`config.mk`:
```
export PLATFORM = sky130hd
export DESIGN_NAME = first_fit_block_allocator
export DESIGN_NICKNAME = d
export VERILOG_FILES = /design/src/hdl/ffba_pkg.sv /design/src/hdl/ffba_ctrl.sv /design/src/hdl/ffba_datapath.sv /design/src/hdl/first_fit_block_allocator.sv
export SDC_FILE = /design/constraint.sdc
export NUM_CORES = 1
export LEC_CHECK = 0
export BUFFER_PORTS_ARGS = -buffer_cell sky130_fd_sc_hd__buf_2
export CELL_PAD_IN_SITES_DETAIL_PLACEMENT = 0
export CELL_PAD_IN_SITES_GLOBAL_PLACEMENT = 1
export CORE_UTILIZATION = 40
export CTS_CLUSTER_DIAMETER = 50
export DETAILED_ROUTE_END_ITERATION = 10
export GPL_TIMING_DRIVEN = 0
export PLACE_DENSITY = 0.62
export SLEW_MARGIN = 10
export SYNTH_ARGS = -nofsm -noshare
export SYNTH_HDL_FRONTEND = slang
export SYNTH_SLANG_ARGS = --single-unit
```
`constraint.sdc`:
```
create_clock -name clk_i -period 11.12 [get_ports clk_i]
set_clock_uncertainty 0.2 [all_clocks]
set_input_delay 2.78 -clock clk_i [delete_from_list [all_inputs] [get_ports clk_i]]
set_output_delay 2.78 -clock clk_i [all_outputs]
set_load 0.03 [all_outputs]
```
`src/hdl/ffba_pkg.sv`:
```
// Package for the first-fit block allocator.
// Holds store geometry, word layouts, controller states and the command and status structs.
// No dependencies.
package ffba_pkg;

  localparam int CAPACITY_WORDS = 64;
  localparam int ADDR_W         = $clog2(CAPACITY_WORDS);
  localparam int POS_W          = ADDR_W + 1;
  localparam int HDR_W          = 9;
  localparam int NEED_W         = HDR_W + 1;
  localparam int REQ_W          = 8;

  localparam logic [HDR_W-1:0]  TOTAL_BYTES = HDR_W'(CAPACITY_WORDS * 4);
  localparam logic [NEED_W-1:0] HEADER_BYTES = NEED_W'(4);
  localparam logic [NEED_W-1:0] ALIGN_ADD    = NEED_W'(3);

  localparam int IN_DATA_W  = 16;
  localparam int OUT_DATA_W = 16;

  typedef enum logic [2:0] {
    ST_IDLE,
    ST_WALK,
    ST_SPLIT,
    ST_FREE_EVAL,
    ST_RESP
  } state_e;

  typedef struct packed {
    logic load;
    logic rd_first;
    logic step;
    logic grant_wr;
    logic split_wr;
    logic free_wr;
    logic res_fail;
    logic out_load;
  } cmd_t;

  typedef struct packed {
    logic fit;
    logic stop;
    logic split;
  } status_t;

endpackage

```
`src/hdl/ffba_ctrl.sv`:
```
// Controller state machine of the first-fit block allocator.
// Sequences the header walk, the writes and the result handshake; uses ffba_pkg.
module ffba_ctrl
  import ffba_pkg::*;
(
  input  logic    clk_i,
  input  logic    rst_ni,
  input  logic    in_valid_i,
  input  logic    in_op_i,
  output logic    in_ready_o,
  output logic    out_valid_o,
  input  logic    out_ready_i,
  input  status_t status_i,
  output cmd_t    cmd_o
);

  state_e state_q, state_d;
  logic   out_valid_q, out_valid_d;
  logic   slot_free;

  assign slot_free = !out_valid_q || out_ready_i;

  always_ff @(posedge clk_i or negedge rst_ni) begin
    if (!rst_ni) begin
      state_q     <= ST_IDLE;
      out_valid_q <= 1'b0;
    end else begin
      state_q     <= state_d;
      out_valid_q <= out_valid_d;
    end
  end

  always_comb begin
    state_d = state_q;
    unique case (state_q)
      ST_IDLE: begin
        if (in_valid_i) begin
          state_d = in_op_i ? ST_FREE_EVAL : ST_WALK;
        end
      end
      ST_WALK: begin
        if (status_i.fit) begin
          state_d = status_i.split ? ST_SPLIT : ST_RESP;
        end else if (status_i.stop) begin
          state_d = ST_RESP;
        end
      end
      ST_SPLIT:     state_d = ST_RESP;
      ST_FREE_EVAL: state_d = ST_RESP;
      ST_RESP: begin
        if (slot_free) begin
          state_d = ST_IDLE;
        end
      end
      default:      state_d = ST_IDLE;
    endcase
  end

  always_comb begin
    cmd_o       = '0;
    out_valid_d = out_valid_q && !out_ready_i;
    unique case (state_q)
      ST_IDLE: begin
        cmd_o.load     = in_valid_i;
        cmd_o.rd_first = in_valid_i;
      end
      ST_WALK: begin
        if (status_i.fit) begin
          cmd_o.grant_wr = 1'b1;
        end else if (status_i.stop) begin
          cmd_o.res_fail = 1'b1;
        end else begin
          cmd_o.step = 1'b1;
        end
      end
      ST_SPLIT:     cmd_o.split_wr = 1'b1;
      ST_FREE_EVAL: cmd_o.free_wr  = 1'b1;
      ST_RESP: begin
        if (slot_free) begin
          cmd_o.out_load = 1'b1;
          out_valid_d    = 1'b1;
        end
      end
      default: ;
    endcase
  end

  assign in_ready_o  = (state_q == ST_IDLE);
  assign out_valid_o = out_valid_q;

endmodule

```
`src/hdl/ffba_datapath.sv`:
```
// Datapath of the first-fit block allocator.
// Holds the header store with its valid bits, the walk position, the fit logic and the result registers; uses ffba_pkg.
module ffba_datapath
  import ffba_pkg::*;
(
  input  logic                  clk_i,
  input  logic                  rst_ni,
  input  logic                  in_op_i,
  input  logic [REQ_W-1:0]      in_request_bytes_i,
  input  logic [ADDR_W-1:0]     in_free_index_i,
  input  cmd_t                  cmd_i,
  output status_t               status_o,
  output logic                  out_granted_o,
  output logic [ADDR_W-1:0]     out_header_index_o,
  output logic [HDR_W-1:0]      out_block_bytes_o
);

  logic [HDR_W-1:0]  mem [CAPACITY_WORDS];
  logic [CAPACITY_WORDS-1:0] valid_q;

  logic [NEED_W-1:0] need_q;
  logic [ADDR_W-1:0] idx_q;
  logic [ADDR_W-1:0] pos_q;
  logic [HDR_W-1:0]  rdata_q;
  logic              rvld_q;
  logic [ADDR_W-1:0] raddr_q;
  logic [HDR_W-1:0]  rem_q;
  logic [ADDR_W-1:0] split_addr_q;

  logic              res_granted_q;
  logic [ADDR_W-1:0] res_idx_q;
  logic [HDR_W-1:0]  res_bytes_q;
  logic              out_granted_q;
  logic [ADDR_W-1:0] out_idx_q;
  logic [HDR_W-1:0]  out_bytes_q;

  logic [NEED_W-1:0] req_round;
  logic [NEED_W-1:0] need_d;
  logic              rd_en;
  logic [ADDR_W-1:0] rd_addr;
  logic [HDR_W-1:0]  hdr;
  logic [HDR_W-1:0]  size_raw;
  logic [HDR_W-1:0]  left;
  logic [HDR_W-1:0]  size;
  logic [POS_W-1:0]  nxt_pos;
  logic [POS_W:0]    split_pos;
  logic              wr_en;
  logic [ADDR_W-1:0] wr_addr;
  logic [HDR_W-1:0]  wr_data;

  assign req_round = NEED_W'(in_request_bytes_i) + ALIGN_ADD;
  assign need_d    = {req_round[NEED_W-1:2], 2'b00} + HEADER_BYTES;

  assign rd_en   = cmd_i.rd_first || cmd_i.step;
  assign rd_addr = cmd_i.step ? nxt_pos[ADDR_W-1:0]
                              : (in_op_i ? in_free_index_i : '0);

  assign hdr      = rvld_q ? rdata_q : ((raddr_q == '0) ? TOTAL_BYTES : '0);
  assign size_raw = {hdr[HDR_W-1:2], 2'b00};
  assign left     = TOTAL_BYTES - HDR_W'({pos_q, 2'b00});
  assign size     = (size_raw > left) ? left : size_raw;
  assign nxt_pos  = POS_W'(pos_q) + POS_W'(size[HDR_W-1:2]);
  assign split_pos = (POS_W+1)'(pos_q) + (POS_W+1)'(need_q[NEED_W-1:2]);

  assign status_o.fit   = !hdr[0] && (NEED_W'(size) >= need_q);
  assign status_o.stop  = (size == '0) || (nxt_pos >= POS_W'(CAPACITY_WORDS));
  assign status_o.split = (NEED_W'(size) > need_q)
                          && (split_pos < (POS_W+1)'(CAPACITY_WORDS));

  always_comb begin
    wr_en   = cmd_i.grant_wr || cmd_i.split_wr || cmd_i.free_wr;
    wr_addr = pos_q;
    wr_data = {need_q[HDR_W-1:1], 1'b1};
    priority if (cmd_i.split_wr) begin
      wr_addr = split_addr_q;
      wr_data = rem_q;
    end else if (cmd_i.free_wr) begin
      wr_addr = idx_q;
      wr_data = {hdr[HDR_W-1:1], 1'b0};
    end else begin
      wr_addr = pos_q;
      wr_data = {need_q[HDR_W-1:1], 1'b1};
    end
  end

  always_ff @(posedge clk_i) begin
    if (wr_en) begin
      mem[wr_addr] <= wr_data;
    end
    if (rd_en) begin
      rdata_q <= mem[rd_addr];
    end
  end

  always_ff @(posedge clk_i or negedge rst_ni) begin
    if (!rst_ni) begin
      valid_q <= '0;
    end else if (wr_en) begin
      valid_q[wr_addr] <= 1'b1;
    end
  end

  always_ff @(posedge clk_i) begin
    if (rd_en) begin
      rvld_q  <= valid_q[rd_addr];
      raddr_q <= rd_addr;
    end
    if (cmd_i.load) begin
      need_q <= need_d;
      idx_q  <= in_free_index_i;
    end
    if (cmd_i.rd_first) begin
      pos_q <= '0;
    end else if (cmd_i.step) begin
      pos_q <= nxt_pos[ADDR_W-1:0];
    end
    if (cmd_i.grant_wr) begin
      rem_q         <= size - need_q[HDR_W-1:0];
      split_addr_q  <= split_pos[ADDR_W-1:0];
      res_granted_q <= 1'b1;
      res_idx_q     <= pos_q;
      res_bytes_q   <= need_q[HDR_W-1:0];
    end else if (cmd_i.res_fail) begin
      res_granted_q <= 1'b0;
      res_idx_q     <= '0;
      res_bytes_q   <= '0;
    end else if (cmd_i.free_wr) begin
      res_granted_q <= hdr[0];
      res_idx_q     <= idx_q;
      res_bytes_q   <= hdr[0] ? size_raw : '0;
    end
    if (cmd_i.out_load) begin
      out_granted_q <= res_granted_q;
      out_idx_q     <= res_idx_q;
      out_bytes_q   <= res_bytes_q;
    end
  end

  assign out_granted_o      = out_granted_q;
  assign out_header_index_o = out_idx_q;
  assign out_block_bytes_o  = out_bytes_q;

endmodule

```
`src/hdl/first_fit_block_allocator.sv`:
```
// First-fit block allocator over an implicit list of block headers in a 64-word store.
// An allocate request walks the headers one per cycle from word 0 and takes the first free
// block that is large enough, splitting off the remainder; a free request clears the
// allocated bit of the named header. One request is worked on at a time. An allocate loads the
// request, visits N headers in the walk state (N from 1 to 64) and writes any remainder header
// in the split state; a free reads the named header and writes it back. The walk is set by the
// single read port of the header store, which delivers one header per cycle. A finished result
// waits in an output register, so the next request can be taken while it is unread, but its
// result is loaded only once the previous word has left. Reset needs no clearing pass.
// Depends on ffba_pkg, ffba_ctrl and ffba_datapath.
module first_fit_block_allocator
  import ffba_pkg::*;
(
  input  logic                  clk_i,
  input  logic                  rst_ni,
  input  logic                  s_axis_tvalid,
  output logic                  s_axis_tready,
  // Fields from bit 0: request_bytes[7:0], free_index[13:8], zero fill[15:14].
  input  logic [IN_DATA_W-1:0]  s_axis_tdata,
  // Fields from bit 0: op.
  input  logic                  s_axis_tuser,
  output logic                  m_axis_tvalid,
  input  logic                  m_axis_tready,
  // Fields from bit 0: granted[0], header_index[6:1], block_bytes[15:7].
  output logic [OUT_DATA_W-1:0] m_axis_tdata
);

  cmd_t              cmd;
  status_t           status;
  logic              granted;
  logic [ADDR_W-1:0] header_index;
  logic [HDR_W-1:0]  block_bytes;

  ffba_ctrl u_ctrl (
    .clk_i       (clk_i),
    .rst_ni      (rst_ni),
    .in_valid_i  (s_axis_tvalid),
    .in_op_i     (s_axis_tuser),
    .in_ready_o  (s_axis_tready),
    .out_valid_o (m_axis_tvalid),
    .out_ready_i (m_axis_tready),
    .status_i    (status),
    .cmd_o       (cmd)
  );

  ffba_datapath u_datapath (
    .clk_i              (clk_i),
    .rst_ni             (rst_ni),
    .in_op_i            (s_axis_tuser),
    .in_request_bytes_i (s_axis_tdata[REQ_W-1:0]),
    .in_free_index_i    (s_axis_tdata[REQ_W+ADDR_W-1:REQ_W]),
    .cmd_i              (cmd),
    .status_o           (status),
    .out_granted_o      (granted),
    .out_header_index_o (header_index),
    .out_block_bytes_o  (block_bytes)
  );

  assign m_axis_tdata = {block_bytes, header_index, granted};

endmodule

```
==> reports/qor.csv, run 1 <==
metric,value,unit
ys_top_cells_by_area,"edfxtp_1 64%, nand2_1 6.4%, dfrtp_1 6.2%",
drv_cap,0,
leakagePower,0.01179,uW
grt_pass1_vias,17089,
endpoint_kind,register,
grt_usage,22.51,%
clockBufferDepth,3,
max_freq,0.1144,GHz
routed_wl,77790,um
synth_most_common_cell,edfxtp_1,
synthArstFlopShare,10.37,%
synth_ff_type,edfxtp_1,
crit_fanout,10,
area_growth,16.96,%
syn_avg_cell_area,13.32,um2
cts_htree_levels,3,
synth_cell_types,64,
p_per_area,305.2,nW/um2
dpl.cell_count,2971,
ant_nets,0,
root_buffer,clkbuf_16,
p_clk_share,28.5,%
place_ws,2499,ps
crit_required,11250,ps
drv_slew,0,
grt_start_max_net_pins,65,
fin_ws,2375,ps
syn_inst,2046,
power.switching,3673,uW
hpwl,53850,um
cts_buffers,83,
hp-class,register to register,
ios,39,
fin_crit,8745,ps
cp_slowest_stage_delay,860,ps
cts.sinks,656,
drcViolationCount,0,
num_rows,95,
setup_violations,0,
grt_first_pass_wirelength,113800,um
dieArea,69180,um2
rsz0062_at_grt,false,
viasPerCell,5.529,
register_area,19290,um2
synth_top_area_share,64.01,%
drt-wirelength-per-cell,24.88,um
synth_seq_cells,656,
synth_edf_count,581,
fillers,5925,
layout.nets,2235,
multi_input_area,7382,um2
start_util,40.51,%
antenna_cells,0,
clkTransAtPathRegs,50,ps
combPwrFrac,37.4,%
critical-path-slowest-cell,mux2i_2,
drt_iter0_drc,1507,
status,"finished, final reports clean",
cts_tree,done,
finalCritPeriodShare,78.64,%
post_cts_buffers,0,
ir_worst_vdd,118.2,uV
core_area,67280,um2
cp_cell_sequence,inv_1 -> ha_1 -> or3b_1 -> or3_1 -> ha_1 -> a21oi_1 -> o21ai_0 -> o22ai_1 -> clkbuf_1 -> o21ai_0 -> fa_1 -> a211oi_1 -> nor2_1 -> o41ai_2 -> a21oi_2 -> nor2_4 -> buf_6 -> mux2i_2 -> clkbuf_1 -> buf_2 -> nand3_1 -> a31oi_1 -> o41ai_1,
crit_arrival,8870,ps
yosysWarnings,0,
seq_area_frac_synth,70.77,%
cts_resized,0,
drt-pass1-iter-count,5,
num_vias,17289,
syn_area,27250,um2
worst-setup-path-type,register to register,
tightest_slew,1233,ps
synth_largest_area_cell,edfxtp_1,
hold_violations,0,
overflow,0,
stdcell_count,3127,
p_total,9730,uW
fin_util,47.38,%
clock_latency,630,ps
startpoint_type,register,
portBuffers,34,
die_w,263.0,um
cellInternalPower,6058,uW
antenna_found_initial,1,
swShare,37.74,%
gp_congestion,0.8581,
die_h,263.0,um
postCtsHoldBufs,0,
max_slew_margin,17.81,%
p_seq_share,34.1,%
drive_gt1_share,15.62,%
netlist_top_cells_count,"581 x edfxtp_1, 465 x nand2_1, 126 x nand3_1",
r2r_setup_slack,2380,ps
worst paths after layout:
| path | to | cells after the start | startpoint |
|---|---|---|---|
| setup / recovery | u_datapath.rdata_q[3] | 23 | u_datapath.pos_q[1] |
| hold / removal | u_datapath.out_block_bytes_o[4] | 0 | u_datapath.res_bytes_q[4] |
| setup reg to reg | u_datapath.rdata_q[3] | 23 | u_datapath.pos_q[1] |
| hold reg to reg | u_datapath.out_block_bytes_o[4] | 0 | u_datapath.res_bytes_q[4] |
| max in group asynchronous | u_datapath.valid_q[56] | 2 | rst_ni |
| min in group asynchronous | u_ctrl.state_q[2] | 1 | rst_ni |
sequential cells by signal (all words and copies together), names as in the netlist:
register                       flops
u_datapath.out_block_bytes_o       7
u_datapath.out_granted_o           1
u_ctrl.out_valid_o                 1
u_datapath.rdata_q                 8
u_datapath.need_q                  8
u_datapath.valid_q                64
u_datapath.out_header_index_o      6
u_datapath.rem_q                   7
u_datapath.rvld_q                  1
u_datapath.split_addr_q            6
u_datapath.mem                   512
u_datapath.idx_q                   6
u_datapath.raddr_q                 6
u_ctrl.state_q                     3
u_datapath.pos_q                   6
u_datapath.res_granted_q           1
u_datapath.res_idx_q               6
u_datapath.res_bytes_q             7
kinds of logic (layout without fill, tap and decap cells):
kind of cell	Yosys count	count (layout)	share of synthesized area, %
simple gates	821	821	13.28
flops	656	656	70.77
compound gates	267	267	6.886
buf+inv	131	337	2.502
mux	117	117	4.334
fa+ha+maj	31	31	1.506
xor+xnor	22	22	0.7070
other cells	1	3	0.01376
layout make-up:
type                    instances  share of cell area (%)
flip-flops and latches        656                   60.51
multi-input cells            1261                   23.16
clock buffers                 109                   7.143
well taps                     873                   3.426
clock inverters                47                   1.833
plain buffers                 104                   1.833
repair buffers                 50                   1.782
inverters                      27                  0.3179
worst max-delay path: cells and delay by family, from the launching register on:
kind	cells	cell delay [ps]
AO/OA/AOI/OAI	9	2830
adder cells (fa/ha/maj)	3	1160
buffers and inverters	5	1690
flip-flops	1	450
multiplexers	1	860
AND/OR/NAND/NOR	5	1210
cell usage in the layout, fill, tap and decap left out, types with 11 or more instances in the layout:
master,count
or2_2,66
clkbuf_1,37
ha_1,28
bufinv_16,11
nand3_1,126
a31oi_1,47
a21oi_1,38
o21ai_0,25
mux2i_1,113
o22ai_1,23
clkbuf_16,85
dfrtp_1,68
clkinv_2,11
nand4_1,22
a22o_1,14
a32oi_1,63
nand2_1,465
buf_4,21
inv_1,26
nor2_1,90
edfxtp_1,581
xnor2_1,13
buf_2,89
metal layers:
layer	part of all wire (%)	wire length, um	GRT usage (%)	up-vias
met5	0	0	0	-
met4	2.1	1627	6.370	0
met1	44	34440	31.17	8744
li1	-	-	-	7889
met2	48	37450	36.94	549
met3	5.5	4271	3.321	107
metrics by stage:
| stage | hold slack [ps] | instance area, um2 | TNS (ps) |
|---|---|---|---|
| floorplan | 200.3 | 27260 | 0 |
| global placement | 201.7 | 28520 | -42600 |
| detailed placement | 204.5 | 29020 | 0 |
| CTS | 217.3 | 31880 | 0 |
| global route | 223.0 | 31880 | 0 |
| finish | 217.6 | 31880 | 0 |
power groups by stage:
| stage | registers, uW | logic [uW] | clock network [uW] |
|---|---|---|---|
| floorplan | 3390 | 2130 | 0 |
| global placement | 3490 | 3430 | 0 |
| detailed placement | 3370 | 3640 | 0 |
| CTS | 3320 | 3660 | 2820 |
| global route | 3330 | 3900 | 2920 |
| finish | 3320 | 3640 | 2780 |
Note: power is estimated with default switching activity, not from simulation.
==> inputs of run 2 (changes only) <==
--- a/config.mk
+++ b/config.mk
@@ -5,6 +5,7 @@
 export SDC_FILE = /design/constraint.sdc
 export NUM_CORES = 1
 export LEC_CHECK = 0
+export ABC_AREA = 1
 export BUFFER_PORTS_ARGS = -buffer_cell sky130_fd_sc_hd__buf_2
 export CELL_PAD_IN_SITES_DETAIL_PLACEMENT = 0
 export CELL_PAD_IN_SITES_GLOBAL_PLACEMENT = 1
@@ -12,7 +13,7 @@
 export CTS_CLUSTER_DIAMETER = 50
 export DETAILED_ROUTE_END_ITERATION = 10
 export GPL_TIMING_DRIVEN = 0
-export PLACE_DENSITY = 0.62
+export PLACE_DENSITY = 0.67
 export SLEW_MARGIN = 10
 export SYNTH_ARGS = -nofsm -noshare
 export SYNTH_HDL_FRONTEND = slang
==> constraint.sdc (replaced) <==
create_clock -name clk_i -period 7.9 [get_ports clk_i]
set_clock_uncertainty 0.2 [all_clocks]
set_input_delay 1.975 -clock clk_i [delete_from_list [all_inputs] [get_ports clk_i]]
set_output_delay 1.975 -clock clk_i [all_outputs]
set_load 0.03 [all_outputs]
==> reports/qor.csv, run 2 <==
metric,value,unit,change
cts_tree,done,,
crit_arrival,7070,ps,-1800 ps
crit_fanout,10,,unchanged
fin_util,47.02,%,-0.36 points
drt-pass1-iter-count,6,,+1
post_cts_buffers,0,,unchanged
synth_top_area_share,57.68,%,-6.3 points
crit_required,8180,ps,-3070 ps
top_usage_layer,met2,,
fin_setup_tns,0,ps,unchanged
antenna_found_initial,2,,+1
synth_edf_count,581,,unchanged
grtUsageMet2,38.42,%,+1.5 points
layout.nets,3277,,+47%
clkTransAtPathRegs,60,ps,about the same
synth_largest_area_cell,edfxtp_1,,
cp_common_cell,nand3_1,,
cts_htree_levels,3,,unchanged
root_buffer,clkbuf_16,,
syn_avg_cell_area,9.805,um2,-26%
hold_violations,0,,unchanged
max_freq,0.1473,GHz,+29%
antenna_cells,0,,unchanged
grt_use_met3,3.940,%,+0.62 points
largest_register_ffs,512,,unchanged
start_util,40.56,%,+0.051 points
clockBufferDepth,3,,unchanged
synthArstFlopShare,10.37,%,unchanged
cts_resized,0,,unchanged
core_area,74570,um2,+11%
routed_wl,91640,um,+18%
largest_register,u_datapath.mem,,
hp-class,register to register,,
overflow,0,,unchanged
num_rows,100,,+5.3%
finalCritPeriodShare,85.92,%,+7.3 points
tightest_slew,1125,ps,-108.0 ps
grt_first_pass_wirelength,135000,um,+19%
drv_cap,0,,unchanged
portBuffers,33,,-2.9%
mostFrequentLayoutCells,"731 x nand2_1, 652 x inv_1, 606 x nand3_1, 581 x edfxtp_1, 103 x buf_2",,
cts.sinks,656,,unchanged
grt_pass1_vias,20824,,+22%
ant_nets,0,,unchanged
drt_iter0_drc,2007,,+33%
ys_top_cells_by_area,"edfxtp_1 58%, nand3_1 10%, nand2_1 9.1%",,
critical-path-slowest-cell,nor2_1,,
use_met1,32.96,%,+1.8 points
setup_violations,0,,unchanged
netlist_top_cells_count,"732 x nand2_1, 652 x inv_1, 606 x nand3_1",,
r2r_start,u_datapath.pos_q[1],,
drive_gt1_share,10.01,%,-5.6 points
worstSetupStartpoint,u_datapath.pos_q[1],,
area_growth,15.93,%,
cts_buffers,85,,+2.4%
synth_seq_cells,656,,unchanged
seq_area_frac_synth,63.77,%,-7.0 points
synth_ff_type,edfxtp_1,,
whs_path_depth,0,,unchanged
num_vias,21632,,+25%
grt_usage,24.01,%,+1.5 points
syn_area,30250,um2,+11%
gp_congestion,0.9145,,+6.6%
viasPerCell,5.072,,-8.3%
reg_top3,"u_datapath.mem: 512 flops, u_datapath.valid_q: 64 flops",,
drt-wirelength-per-cell,21.49,um,-14%
synth_cell_types,49,,-23%
drv_slew,0,,unchanged
synth_most_common_cell,nand2_1,,
endpoint_kind,register,,
postCtsHoldBufs,0,,unchanged
startpoint_type,register,,
rsz0062_at_grt,false,,
status,"finished, final reports clean",,
dieArea,76720,um2,+11%
clock_latency,630,ps,about the same
mostFrequentLayoutCell,nand2_1,,
max_slew_margin,24.74,%,+6.9 points
r2r_cells,33,,+43%
yosysWarnings,0,,unchanged
drcViolationCount,0,,unchanged
hpwl,66550,um,+24%
die_h,277.0,um,+5.3%
worst-setup-path-type,register to register,,
ios,39,,unchanged
grt_start_max_net_pins,72,,+11%
cp_slowest_stage_delay,510,ps,-350 ps
r2r_setup_slack,1110,ps,-1260 ps
fin_crit,6788,ps,-1957 ps
syn_inst,3085,,+51%
hold_path_startpoint,u_datapath.res_bytes_q[3],,
die_w,277.0,um,+5.3%
[run 2: per-stage QoR]
step           setup WS (ps)  hold WS [ps]  instance area [um2]  std cells
6_report                1112         216.6                35060       4265
5_1_grt                673.9         222.8                35060       4265
4_1_cts                 1210         219.9                35060       4265
3_5_place_dp            1246         204.5                32130       4107
3_3_place_gp           -4833         200.6                31630       4089
2_1_floorplan           2756         200.3                30260       3087
[run 2: path summary, 6_finish.rpt]
kind / end
max: u_datapath.rdata_q[6]
max in group asynchronous: u_datapath.valid_q[15]
min in group asynchronous: u_datapath.valid_q[33]
min: u_datapath.out_block_bytes_o[3]
max reg2reg: u_datapath.rdata_q[6]
min reg2reg: u_datapath.out_block_bytes_o[3]
[run 2: layout make-up]
cell class                 instances  area (um2)
fill                            6942       39510
sequential                       656       19290
multi-input combinational       1638        7848
inverter                         660        2485
clock buffer                     106        2320
tap                              969        1212
buffer                           133       726.9
clock inverter                    52       614.3
timing repair buffer              51       570.5
[run 2: critical path: cells and delay by family (launching register included)]
| family | cells | cell delay [ps] |
|---|---|---|
| and+or+nand+nor | 20 | 3180 |
| buffers and inverters | 7 | 1410 |
| adders and majority gates | 4 | 1100 |
| DFF | 1 | 400 |
| AOI/OAI and AO/OA | 2 | 320 |
[run 2: routing by layer]
layer	up-vias	part of all wire (%)
li1	10285	-
met1	10495	44
met2	679	46
met3	173	6.2
met4	0	3.6
met5	-	0
[run 2: kinds of logic after synthesis]
| kind of cell | Yosys count | share of synthesized area (%) |
|---|---|---|
| adders and majority gates | 31 | 1.357 |
| buffers and inverters | 793 | 10.60 |
| AOI/OAI and AO/OA | 97 | 1.849 |
| and+or+nand+nor | 1486 | 21.80 |
| other | 1 | 0.01240 |
| xor gates and xnor gates | 21 | 0.6080 |
| DFF | 656 | 63.77 |
Power of run 2 is not shown: default switching activity piles up to over one toggle a cycle in this logic, so the estimate is an artifact.
